===== src/rtl/kfr_pkg.sv =====
// Shared types and constants of the keyed FIFO with removal.
// Depends on nothing; kfr_scan, the core, the checker and the testbench import it.
package kfr_pkg;

	localparam int DEPTH = 16;
	localparam int KEY_W = 32;
	localparam int OCC_W = 5;
	localparam int ST_W  = 3;
	localparam int CMD_W = 2;
	localparam int IDX_W = (DEPTH > 1) ? $clog2(DEPTH) : 1;
	localparam int CNT_W = $clog2(DEPTH + 1);

	localparam logic [CNT_W-1:0] FILL_MAX = CNT_W'(DEPTH);
	localparam logic [OCC_W-1:0] OCC_FULL = OCC_W'(DEPTH);

	typedef enum logic [CMD_W-1:0] {
		CMD_ENQ    = 2'd0,
		CMD_SERVE  = 2'd1,
		CMD_REMOVE = 2'd2,
		CMD_COUNT  = 2'd3
	} cmd_t;

	typedef enum logic [ST_W-1:0] {
		ST_OK       = 3'd0,
		ST_DUP      = 3'd1,
		ST_EMPTY    = 3'd2,
		ST_NOTFOUND = 3'd3,
		ST_FULL     = 3'd4
	} status_t;

	typedef enum logic [1:0] {
		S_IDLE,
		S_SEARCH,
		S_SHIFT,
		S_RESP
	} state_t;

	// Sequencer to scan unit.
	typedef struct packed {
		logic             start;
		logic             run;
		logic [CNT_W-1:0] base;
	} scan_ctl_t;

	// Scan unit to sequencer.
	typedef struct packed {
		logic             vld;
		logic             hit;
		logic             done;
		logic [CNT_W-1:0] idx;
	} scan_st_t;

endpackage


===== src/rtl/kfr_ram.sv =====
// Generic single-clock RAM: one write port, one read port, registered read.
// No dependencies; contents are undefined until written.
module kfr_ram #(
	parameter int WIDTH = 32,
	parameter int DEPTH = 16
) (
	input  logic                                      clk,
	input  logic                                      we,
	input  logic [((DEPTH > 1) ? $clog2(DEPTH) : 1)-1:0] waddr,
	input  logic [WIDTH-1:0]                          wdata,
	input  logic                                      re,
	input  logic [((DEPTH > 1) ? $clog2(DEPTH) : 1)-1:0] raddr,
	output logic [WIDTH-1:0]                          rdata
);
	logic [WIDTH-1:0] mem [DEPTH];
	logic [WIDTH-1:0] rdata_q;

	always_ff @(posedge clk) begin
		if (we) begin
			mem[waddr] <= wdata;
		end
		if (re) begin
			rdata_q <= mem[raddr];
		end
	end

	assign rdata = rdata_q;
endmodule


===== src/rtl/kfr_scan.sv =====
// Scan unit: walks the occupied slots one read a cycle and compares each
// returned entry to the held key. Depends on kfr_pkg.
module kfr_scan (
	input  logic                            clk,
	input  logic                            arst_n,
	input  kfr_pkg::scan_ctl_t              ctl,
	input  logic [kfr_pkg::CNT_W-1:0]       fill,
	input  logic [kfr_pkg::KEY_W-1:0]       key,
	input  logic [kfr_pkg::KEY_W-1:0]       rdata,
	output logic                            re,
	output logic [kfr_pkg::IDX_W-1:0]       raddr,
	output kfr_pkg::scan_st_t               st
);
	import kfr_pkg::*;

	logic [CNT_W-1:0] scan_q;
	logic             vld_s1;
	logic [CNT_W-1:0] idx_s1;
	logic             issue;

	// issue a read while slots remain below the fill level
	assign issue = ctl.run && (scan_q < fill);
	assign re    = issue;
	assign raddr = scan_q[IDX_W-1:0];

	always_ff @(posedge clk or negedge arst_n) begin
		if (!arst_n) begin
			scan_q <= '0;
			vld_s1 <= 1'b0;
		end else if (ctl.start) begin
			scan_q <= ctl.base;
			vld_s1 <= 1'b0;
		end else begin
			vld_s1 <= issue;
			if (issue) begin
				scan_q <= scan_q + CNT_W'(1);
			end
		end
	end

	always_ff @(posedge clk) begin
		idx_s1 <= scan_q;
	end

	always_comb begin
		st.vld  = vld_s1;
		st.idx  = idx_s1;
		st.hit  = vld_s1 && (rdata == key);
		st.done = ctl.run && !vld_s1 && (scan_q >= fill);
	end
endmodule


===== src/rtl/keyed_fifo_with_removal_core.sv =====
// Top level of the keyed FIFO with removal: sequencer, fill count, result
// register. Depends on kfr_pkg, kfr_ram and kfr_scan.
//   Command channel (in_valid/in_ready, cmd, key) takes one command at a
//   time: enqueue, serve oldest, remove by key, or count query. Result
//   channel (out_valid/out_ready, status, out_key, occupancy) returns
//   exactly one result per command, in command order.
//   Keys live in a 16-entry RAM, oldest in slot 0. One scan unit with a
//   single 32-bit comparator reads one slot per cycle; it serves both the
//   key search and the shift that closes the gap left by a removed key.
//   Count query and empty serve/remove go straight to the result; enqueue
//   without a duplicate and absent-key remove search every held slot;
//   serve shifts all held slots one down; a remove that finds its key at
//   position p searches up to p, then shifts the slots above p down.
//   Each walk is paced by the one-read-per-cycle RAM port.
//   in_ready is high only while the sequencer is idle, so the next command
//   is taken as soon as the last one's result is loaded, even while that
//   result still waits in the output register. If the receiver stalls, the
//   result holds and a further finished result waits in the sequencer.
//   Reset empties the queue (fill count zero) and clears out_valid; the
//   RAM is not cleared, only slots below the fill count are ever read.
module keyed_fifo_with_removal_core (
	input  logic                              clk,
	input  logic                              arst_n,
	input  logic                              in_valid,
	output logic                              in_ready,
	input  logic [kfr_pkg::CMD_W-1:0]         cmd,
	input  logic signed [kfr_pkg::KEY_W-1:0]  key,
	output logic                              out_valid,
	input  logic                              out_ready,
	output logic [kfr_pkg::ST_W-1:0]          status,
	output logic signed [kfr_pkg::KEY_W-1:0]  out_key,
	output logic [kfr_pkg::OCC_W-1:0]         occupancy
);
	import kfr_pkg::*;

	state_t                 state_q, state_d;
	cmd_t                   cmd_q;
	cmd_t                   cmd_in;
	logic [KEY_W-1:0]       key_q;
	logic [CNT_W-1:0]       fill_q;
	logic [CNT_W-1:0]       pos_q;
	status_t                res_st_q;
	logic [KEY_W-1:0]       res_key_q;

	logic                   out_valid_q;
	status_t                status_q;
	logic [KEY_W-1:0]       out_key_q;
	logic [OCC_W-1:0]       occ_q;

	scan_ctl_t              scan_ctl;
	scan_st_t               scan_st;
	logic                   ram_re;
	logic [IDX_W-1:0]       ram_raddr;
	logic [KEY_W-1:0]       ram_rdata;
	logic                   ram_we;
	logic [IDX_W-1:0]       ram_waddr;
	logic [KEY_W-1:0]       ram_wdata;

	logic                   accept;
	logic                   is_empty;
	logic                   is_full;
	logic                   out_free;
	logic [CNT_W-1:0]       sh_dst;
	logic [CNT_W+OCC_W-1:0] occ_ext;

	assign cmd_in   = cmd_t'(cmd);
	assign accept   = in_valid && in_ready;
	assign is_empty = (fill_q == '0);
	assign is_full  = (fill_q == FILL_MAX);
	assign out_free = !out_valid_q || out_ready;
	// shifted entry lands one slot below the slot it was read from
	assign sh_dst   = scan_st.idx - CNT_W'(1);
	assign occ_ext  = {{OCC_W{1'b0}}, fill_q};

	kfr_ram #(
		.WIDTH(KEY_W),
		.DEPTH(DEPTH)
	) u_ram (
		.clk  (clk),
		.we   (ram_we),
		.waddr(ram_waddr),
		.wdata(ram_wdata),
		.re   (ram_re),
		.raddr(ram_raddr),
		.rdata(ram_rdata)
	);

	kfr_scan u_scan (
		.clk   (clk),
		.arst_n(arst_n),
		.ctl   (scan_ctl),
		.fill  (fill_q),
		.key   (key_q),
		.rdata (ram_rdata),
		.re    (ram_re),
		.raddr (ram_raddr),
		.st    (scan_st)
	);

	// Next state.
	always_comb begin
		state_d = state_q;
		unique case (state_q)
			S_IDLE: begin
				if (accept) begin
					unique case (cmd_in)
						CMD_ENQ:    state_d = S_SEARCH;
						CMD_SERVE:  state_d = is_empty ? S_RESP : S_SHIFT;
						CMD_REMOVE: state_d = is_empty ? S_RESP : S_SEARCH;
						CMD_COUNT:  state_d = S_RESP;
						default:    state_d = S_RESP;
					endcase
				end
			end
			S_SEARCH: begin
				if (scan_st.hit) begin
					state_d = (cmd_q == CMD_REMOVE) ? S_SHIFT : S_RESP;
				end else if (scan_st.done) begin
					state_d = S_RESP;
				end
			end
			S_SHIFT: begin
				if (scan_st.done) begin
					state_d = S_RESP;
				end
			end
			S_RESP: begin
				if (out_free) begin
					state_d = S_IDLE;
				end
			end
			default: state_d = S_IDLE;
		endcase
	end

	// Sequencer outputs: handshake, scan control, RAM write port.
	always_comb begin
		in_ready      = 1'b0;
		scan_ctl      = '0;
		ram_we        = 1'b0;
		ram_waddr     = fill_q[IDX_W-1:0];
		ram_wdata     = key_q;
		unique case (state_q)
			S_IDLE: begin
				in_ready       = 1'b1;
				scan_ctl.start = accept;
			end
			S_SEARCH: begin
				scan_ctl.run = 1'b1;
				if (scan_st.hit && cmd_q == CMD_REMOVE) begin
					// restart the walk at the match to close the gap
					scan_ctl.start = 1'b1;
					scan_ctl.base  = scan_st.idx;
				end else if (scan_st.done && cmd_q == CMD_ENQ && !is_full) begin
					ram_we = 1'b1;
				end
			end
			S_SHIFT: begin
				scan_ctl.run = 1'b1;
				if (scan_st.vld && scan_st.idx != pos_q) begin
					ram_we    = 1'b1;
					ram_waddr = sh_dst[IDX_W-1:0];
					ram_wdata = ram_rdata;
				end
			end
			S_RESP: begin
			end
			default: begin
			end
		endcase
	end

	// Control registers.
	always_ff @(posedge clk or negedge arst_n) begin
		if (!arst_n) begin
			state_q     <= S_IDLE;
			fill_q      <= '0;
			out_valid_q <= 1'b0;
		end else begin
			state_q <= state_d;
			if (state_q == S_SEARCH && scan_st.done && cmd_q == CMD_ENQ && !is_full) begin
				fill_q <= fill_q + CNT_W'(1);
			end else if (state_q == S_SHIFT && scan_st.done) begin
				fill_q <= fill_q - CNT_W'(1);
			end
			if (state_q == S_RESP && out_free) begin
				out_valid_q <= 1'b1;
			end else if (out_ready) begin
				out_valid_q <= 1'b0;
			end
		end
	end

	// Command, working result and output payload.
	always_ff @(posedge clk) begin
		unique case (state_q)
			S_IDLE: begin
				if (accept) begin
					cmd_q     <= cmd_in;
					key_q     <= key;
					pos_q     <= '0;
					res_key_q <= '0;
					if ((cmd_in == CMD_SERVE || cmd_in == CMD_REMOVE) && is_empty) begin
						res_st_q <= ST_EMPTY;
					end else begin
						res_st_q <= ST_OK;
					end
				end
			end
			S_SEARCH: begin
				if (scan_st.hit) begin
					if (cmd_q == CMD_REMOVE) begin
						pos_q <= scan_st.idx;
					end else begin
						res_st_q <= ST_DUP;
					end
				end else if (scan_st.done) begin
					if (cmd_q == CMD_REMOVE) begin
						res_st_q <= ST_NOTFOUND;
					end else if (is_full) begin
						res_st_q <= ST_FULL;
					end
				end
			end
			S_SHIFT: begin
				// first read of the walk returns the entry being dropped
				if (scan_st.vld && scan_st.idx == pos_q) begin
					res_key_q <= ram_rdata;
				end
			end
			S_RESP: begin
				if (out_free) begin
					status_q  <= res_st_q;
					out_key_q <= res_key_q;
					occ_q     <= occ_ext[OCC_W-1:0];
				end
			end
			default: begin
			end
		endcase
	end

	assign out_valid = out_valid_q;
	assign status    = status_q;
	assign out_key   = out_key_q;
	assign occupancy = occ_q;
endmodule


===== config.mk =====
export PLATFORM = sky130hd
export DESIGN_NAME = keyed_fifo_with_removal_core
export DESIGN_NICKNAME = d
export VERILOG_FILES = /design/src/rtl/kfr_pkg.sv /design/src/rtl/kfr_ram.sv /design/src/rtl/kfr_scan.sv /design/src/rtl/keyed_fifo_with_removal_core.sv
export SDC_FILE = /design/constraint.sdc
export NUM_CORES = 1
export LEC_CHECK = 0
export ABC_CLOCK_PERIOD_IN_PS = 4770
export BUFFER_PORTS_ARGS = -buffer_cell sky130_fd_sc_hd__buf_2
export CAP_MARGIN = 20
export CORE_AREA = 2 2 304 306
export DETAILED_ROUTE_END_ITERATION = 10
export DIE_AREA = 0 0 306 308
export GPL_ROUTABILITY_DRIVEN = 0
export HOLD_SLACK_MARGIN = 0.12
export PLACE_DENSITY = 0.42
export SLEW_MARGIN = 20
export SYNTH_ARGS = -nofsm -noshare
export SYNTH_HDL_FRONTEND = slang
export SYNTH_SLANG_ARGS = --single-unit

===== constraint.sdc =====
create_clock -name clk -period 4.77 [get_ports clk]
set_input_delay 0.2385 -clock clk [delete_from_list [all_inputs] [get_ports clk]]
set_output_delay 0.2385 -clock clk [all_outputs]
set_load 0.05 [all_outputs]

# Word-level counts from Yosys, hierarchy flattened
# Memory sizes are Yosys's and may differ from the RTL's. A register that Yosys moved wholly into a read port is not among the register bits.
# Cells that the tools add are included.
[word_totals]
register_bits = 133
ramBits = 512
output_inout_bits = 42
mem_count = 1
[classes]
n_addsub = 4
n_lt_le_gt_ge = 2
eq_ne = 19
n_mux = 47
reduce_logical = 37
[mem_list]
columns = ["name", "words", "word_bits", "read_ports", "rd_clocked_by_memory_dff", "write_ports", "line_no", "rtl"]
rows = [
  ["u_ram.mem", 16, 32, 1, 1, 1, "kfr_ram.sv:15", "logic [WIDTH-1:0] mem [DEPTH];"],
]
[ops]
columns = ["op", "count"]
rows = [
  ["32-bit 2-to-1 mux", 4],
  ["32-bit one-hot mux with 2 select lines", 1],
  ["5-bit 2-to-1 mux", 9],
  ["32-bit == test", 1],
  ["3-bit 2-to-1 mux", 6],
  ["1-bit logical AND", 16],
  ["2-bit one-hot mux with 4 select lines", 2],
  ["1-bit 2-to-1 mux", 13],
  ["2-bit 2-to-1 mux", 6],
  ["5-bit by 1-bit adder with 5-bit output, second input constant", 2],
  ["2-bit == test, second input constant", 5],
  ["5-bit one-hot mux with 2 select lines", 1],
  ["2-bit nonzero test", 5],
  ["4-bit 2-to-1 mux", 2],
  ["2-bit inequality test, second input constant", 4],
  ["2-bit logical NOT", 3],
  ["3-bit inequality test, second input constant", 2],
  ["3-bit one-hot mux with 2 select lines", 1],
  ["2-bit AND reduction", 3],
  ["5-bit == test", 1],
  ["5-bit == test, second input constant", 1],
  ["5-bit greater-or-equal comparator", 1],
  ["5-bit logical NOT", 1],
  ["5-bit less-than comparator", 1],
  ["13 further kinds", 18],
]

# Depth between registers and ports, before layout
[depth]
word_depth = 12
mapped_depth = 16

# By module
# A second synthesis with hierarchy kept.
[unflattened]
cells_unflattened = 1248
hier_area_um2 = 26168.8
[by_module_without_submodules]
columns = ["mod", "n_inst", "cells_each", "area_each_um2", "seq_area_each_um2"]
rows = [
  ["kfr_ram", 1, 838, 20155.6, 16335.7],
  ["keyed_fifo_with_removal_core", 1, 303, 5074.9, 3623.5],
  ["kfr_scan", 1, 107, 938.4, 250.2],
]

# Worst setup path before layout
# Ideal clock, no wire load.
[synth_path]
path_kind = "reg2reg"
startpoint = "register state_q[0]"
endpoint = "register res_key_q[0] (enable)"
t_arrival_ns = 4.113
slack_ns = 0.225
path_stages_with_launch = 7
period_less_slack_ns = 4.545
cell_sequence = "dfrtp_1 > inv_1 > ha_1 > and2_1 > clkbuf_1 > a21oi_1 > a21oi_1"
[synth_via]
elab_chain_cells = 5
elab_cells_between_ends = 8
[synth_lines]
columns = ["element", "line_no", "rtl"]
rows = [
  ["start, declared", "keyed_fifo_with_removal_core.sv:36", "state_t state_q, state_d;"],
  ["start signal, assigned", "keyed_fifo_with_removal_core.sv:180", "state_q <= state_d;"],
  ["2-bit logical NOT", "keyed_fifo_with_removal_core.sv:143", "unique case (state_q)"],
  ["1-bit 2-to-1 mux", "keyed_fifo_with_removal_core.sv:143", ""],
  ["named net in_ready", "keyed_fifo_with_removal_core.sv:25", "output logic in_ready,"],
  ["1-bit logical AND", "keyed_fifo_with_removal_core.sv:67", "assign accept = in_valid && in_ready;"],
  ["2-bit inequality test (no line)", "n/a", ""],
  ["3-bit AND reduction (no line)", "n/a", ""],
  ["end signal, assigned", "keyed_fifo_with_removal_core.sv:228", "res_key_q <= ram_rdata;"],
  ["end, declared", "keyed_fifo_with_removal_core.sv:43", "logic [KEY_W-1:0] res_key_q;"],
]
# The timed path passes the listed nets, and every way through them passes these cells.
# A chain may end at the register's enable or synchronous reset.

# Worst setup path after layout
[layout_path]
startpoint = "register state_q[0]"
endpoint = "memory u_ram.mem[12][30] (enable)"
[layout_via]
elab_chain_cells = 12
elab_cells_between_ends = 14
[layout_lines]
columns = ["element", "line_no", "rtl"]
rows = [
  ["2-bit by 1-bit == test with 1-bit output / 2-bit == test (equally long branches)", "keyed_fifo_with_removal_core.sv:143", ""],
  ["2-bit OR reduction (no line)", "n/a", ""],
  ["1-bit 2-to-1 mux", "keyed_fifo_with_removal_core.sv:143", ""],
  ["1-bit logical AND (2 in series)", "kfr_scan.sv:49", "st.done = ctl.run && !vld_s1 && (scan_q >= fill);"],
  ["1-bit logical AND (2 in series)", "keyed_fifo_with_removal_core.sv:154", "end else if (scan_st.done && cmd_q == CMD_ENQ && !is_full) begin"],
  ["1-bit 2-to-1 mux", "keyed_fifo_with_removal_core.sv:154", ""],
  ["1-bit 2-to-1 mux", "keyed_fifo_with_removal_core.sv:150", "if (scan_st.hit && cmd_q == CMD_REMOVE) begin"],
  ["1-bit one-hot mux with 2 select lines", "keyed_fifo_with_removal_core.sv:143", ""],
  ["1-bit 2-to-1 mux", "kfr_ram.sv:19", "if (we) begin"],
  ["1-bit 2-to-1 mux (not written as such)", "kfr_ram.sv:20", "mem[waddr] <= wdata;"],
  ["end, declared", "kfr_ram.sv:15", ""],
]
# Several ways; a longest one is shown, not always the timed one.

==> metrics <==
simple-gate share of the synthesized area=0.02558; worst r2r src=state_q[0]; vias in the first global route=12930; CP max-delay cell=buf_4; CP Data Arrival Time=3.48 ns; Compound-Gate Fraction of Synth Area=0.01188; largest cells by area after synthesis=edfxtp_1 (75%), mux4_2 (14%), mux2_2 (1.5%); largest family of logic cells by synthesized area=multiplexers; r2r setup slk=1.52 ns; mux cell area share after synthesis=0.1545; Startpoint Class=flip-flop; CP bufs+invs=2; H-tree Lvls=3; DRC=0; Yosys Warn Count=0; Total GRT Usage=0.1464; Pleak=9.879 nW; Hold Crit Class=primary input to flip-flop; IO Pins=80; synth unique cells=51; Worst Hold Depth=2; most frequent cells after synthesis=edfxtp_1 (658), mux4_2 (160), and2_1 (38); CTS buffer count=79; Synth top area share=0.7537; Reg2Reg Depth=8; reg-to-reg endpoint=u_ram.mem[12][30]; Worst-Skew Late Latency=0.63 ns; die width=306 um; area grow syn2layout=19.41%; Final Instance Area=31300 um^2; hpwl dp=40.64 mm; met2 wire len=31.16 mm; Crit Path Class=flip-flop to flip-flop; RSZ-0062 raised after global routing=false; CP max FO=32; DR iter-0 viols=1072; area share of fa/ha/maj cells after synthesis=0.009832; clock-pin slew on the worst setup and hold paths=0.06 ns; Yosys top cell by area=edfxtp_1; PortBufs=79; CP most frequent cell=nand2_1; core area=90970 um^2; final hold viol count=0; FMAX=307.9 MHz; synthesized net count=1234; routed vias/inst=4.693; site row count=111; CTS Buffer Depth=3; VDD IR max=0.2560 mV; Worst-Margin Slew=1.194 ns; routed vias=12290; post-DR wirelength/cell=26.13 um; CTS tree=done; xor/xnor share of the synthesized area=0.01604; critical path's top delay family=simple AND/OR/NAND/NOR gates; Post-Syn Area=26220 um^2; slew margin rel.=0.2000; Tmin final=3.248 ns; Setup Viol. Count Final=0; placed cell area=28420 um^2; CTS root buf=clkbuf_16; Final ANT Viol Nets=0; Total Power=18.37 mW; largest stage delay on the critical path=0.52 ns; Yosys reg bits=677; Syn Area/Cell=22.29 um^2; Post-synth EDFFs=658; global-route wire length before repair=97.31 mm; Routed met3 length=3.471 mm; post-synthesis sequential area ratio=0.7709; Setup Fix Bufs, Post-CTS=0; required time worst endpoint=5.00 ns; Post-synth top flop=edfxtp_1; most common cell in the synthesized netlist=edfxtp_1; # resized after CTS=0; hold buffer count at cts=38; antenna violations before repair=4; Sinks on Clock Net=677; period utilization=0.6810; Max Used Layer=met4; share of cells above drive strength 1=0.3189; DIE HEIGHT=308 um; Nets=1427; drt pass-1 iters=5; TNS Setup=0 ns; worst hold path endpoint=key_q[11]; grt total ovfl=0; max-slew violations=0; Initial Util=0.2882; CP cell instances=inv_1, ha_2, nand2_1, a21oi_4, mux2i_1, nand2_1, nor2_4, buf_4; DRT met1 WL=32.25 mm; pwr dens=586.8 nW/um^2; Worst Skew=0.03468 ns; hold_sp=key[11]; Worst Setup End Kind=flip-flop; fillers=8443; status=complete, no violations; # Max-Cap Violations=0; Syn Inst Count=1176; ys async rst share=0.02068; DIE AREA=94250 um^2; Detailed Route WL=68.42 mm; largest net degree at the start of global routing=71
-- where the power goes --
part | switching (mW) | internal [mW] | total, mW
sequential | 0.387 | 7.59 | 7.98
clock | 2.36 | 3.46 | 5.82
combinational | 2.88 | 1.69 | 4.57
-- worst max path at each step --
| stage | startpoint | endpoint | slack [ns] | depth (start not counted) |
|---|---|---|---|---|
| floorplan | state_q[0] | res_key_q[0] | 0.23 | 6 |
| global placement | state_q[0] | u_ram.mem[12][15] | 1.55 | 8 |
| detailed placement | state_q[0] | u_ram.mem[3][18] | 1.56 | 8 |
| CTS | state_q[0] | u_ram.mem[12][30] | 1.53 | 8 |
| global route | state_q[0] | u_ram.mem[12][16] | 1.34 | 8 |
| finish | state_q[0] | u_ram.mem[12][30] | 1.52 | 8 |
-- layer usage --
layer  up-vias  GRT usage
met5         -          0
met4         0    0.04456
met3        88    0.02432
met2       291     0.2244
met1      6643     0.2133
li1       5265          -
-- state kept, by name (all words and copies together), names as in the netlist --
name,cells
occupancy,5
res_st_q,3
u_scan.vld_s1,1
res_key_q,32
out_key,32
fill_q,5
u_ram.rdata,32
pos_q,5
u_ram.mem,512
out_valid,1
cmd_q,2
u_scan.scan_q,5
status,3
state_q,2
u_scan.idx_s1,5
key_q,32
-- through the flow --
| stage | util | hold WS, ns | setup WS, ns | cells |
|---|---|---|---|---|
| final | 0.3441 | 0.3281 | 1.522 | 2618 |
| after global routing | 0.3441 | 0.3076 | 1.335 | 2616 |
| after CTS | 0.3440 | 0.2921 | 1.529 | 2616 |
| after detailed placement | 0.3124 | 0.2062 | 1.560 | 2436 |
| after global placement | 0.3124 | 0.2022 | 1.550 | 2436 |
| after floorplan | - | -0.05709 | 0.2250 | 1176 |
-- area by class of cell --
cell class / count / area, um^2 / area share
inverter: 17 / 63.81 / 0.002038
timing repair buffer: 159 / 1179 / 0.03765
clock buffer: 109 / 2216 / 0.07079
sequential: 677 / 20220 / 0.6459
tap: 1186 / 1484 / 0.04740
multi-input combinational: 435 / 5862 / 0.1873
clock inverter: 33 / 275.3 / 0.008793
antenna: 2 / 5.005 / 0.0001599
-- layout by cell type, fill, tap and decap left out, types with 5 or more instances in the layout --
cell type,count
buf_4,35
buf_12,7
clkbuf_16,84
mux4_2,160
and2_1,36
mux2_2,36
clkinv_1,14
a31oi_1,5
xnor2_1,33
ha_1,18
nand2b_1,6
nor2_1,21
xor2_1,15
nand3_1,5
inv_1,15
dfxtp_1,5
clkinv_2,9
nand4_1,8
buf_2,79
nor3_1,11
nand2_1,9
clkbuf_1,23
nor2_4,16
o21ai_0,5
dfrtp_1,10
edfxtp_1,658
dlygate4sd3_1,38
a21oi_1,12
-- cell families (layout without fill, tap and decap cells) --
kind of cell | count (synthesis) | count (layout)
flip-flops | 677 | 677
multiplexers | 200 | 200
AND/OR/NAND/NOR | 124 | 124
buffers and inverters | 64 | 318
XOR/XNOR | 48 | 48
AO/OA/AOI/OAI | 43 | 43
adder cells (fa/ha/maj) | 20 | 20
other | 0 | 2
Note: power is estimated with default switching activity, not from simulation.
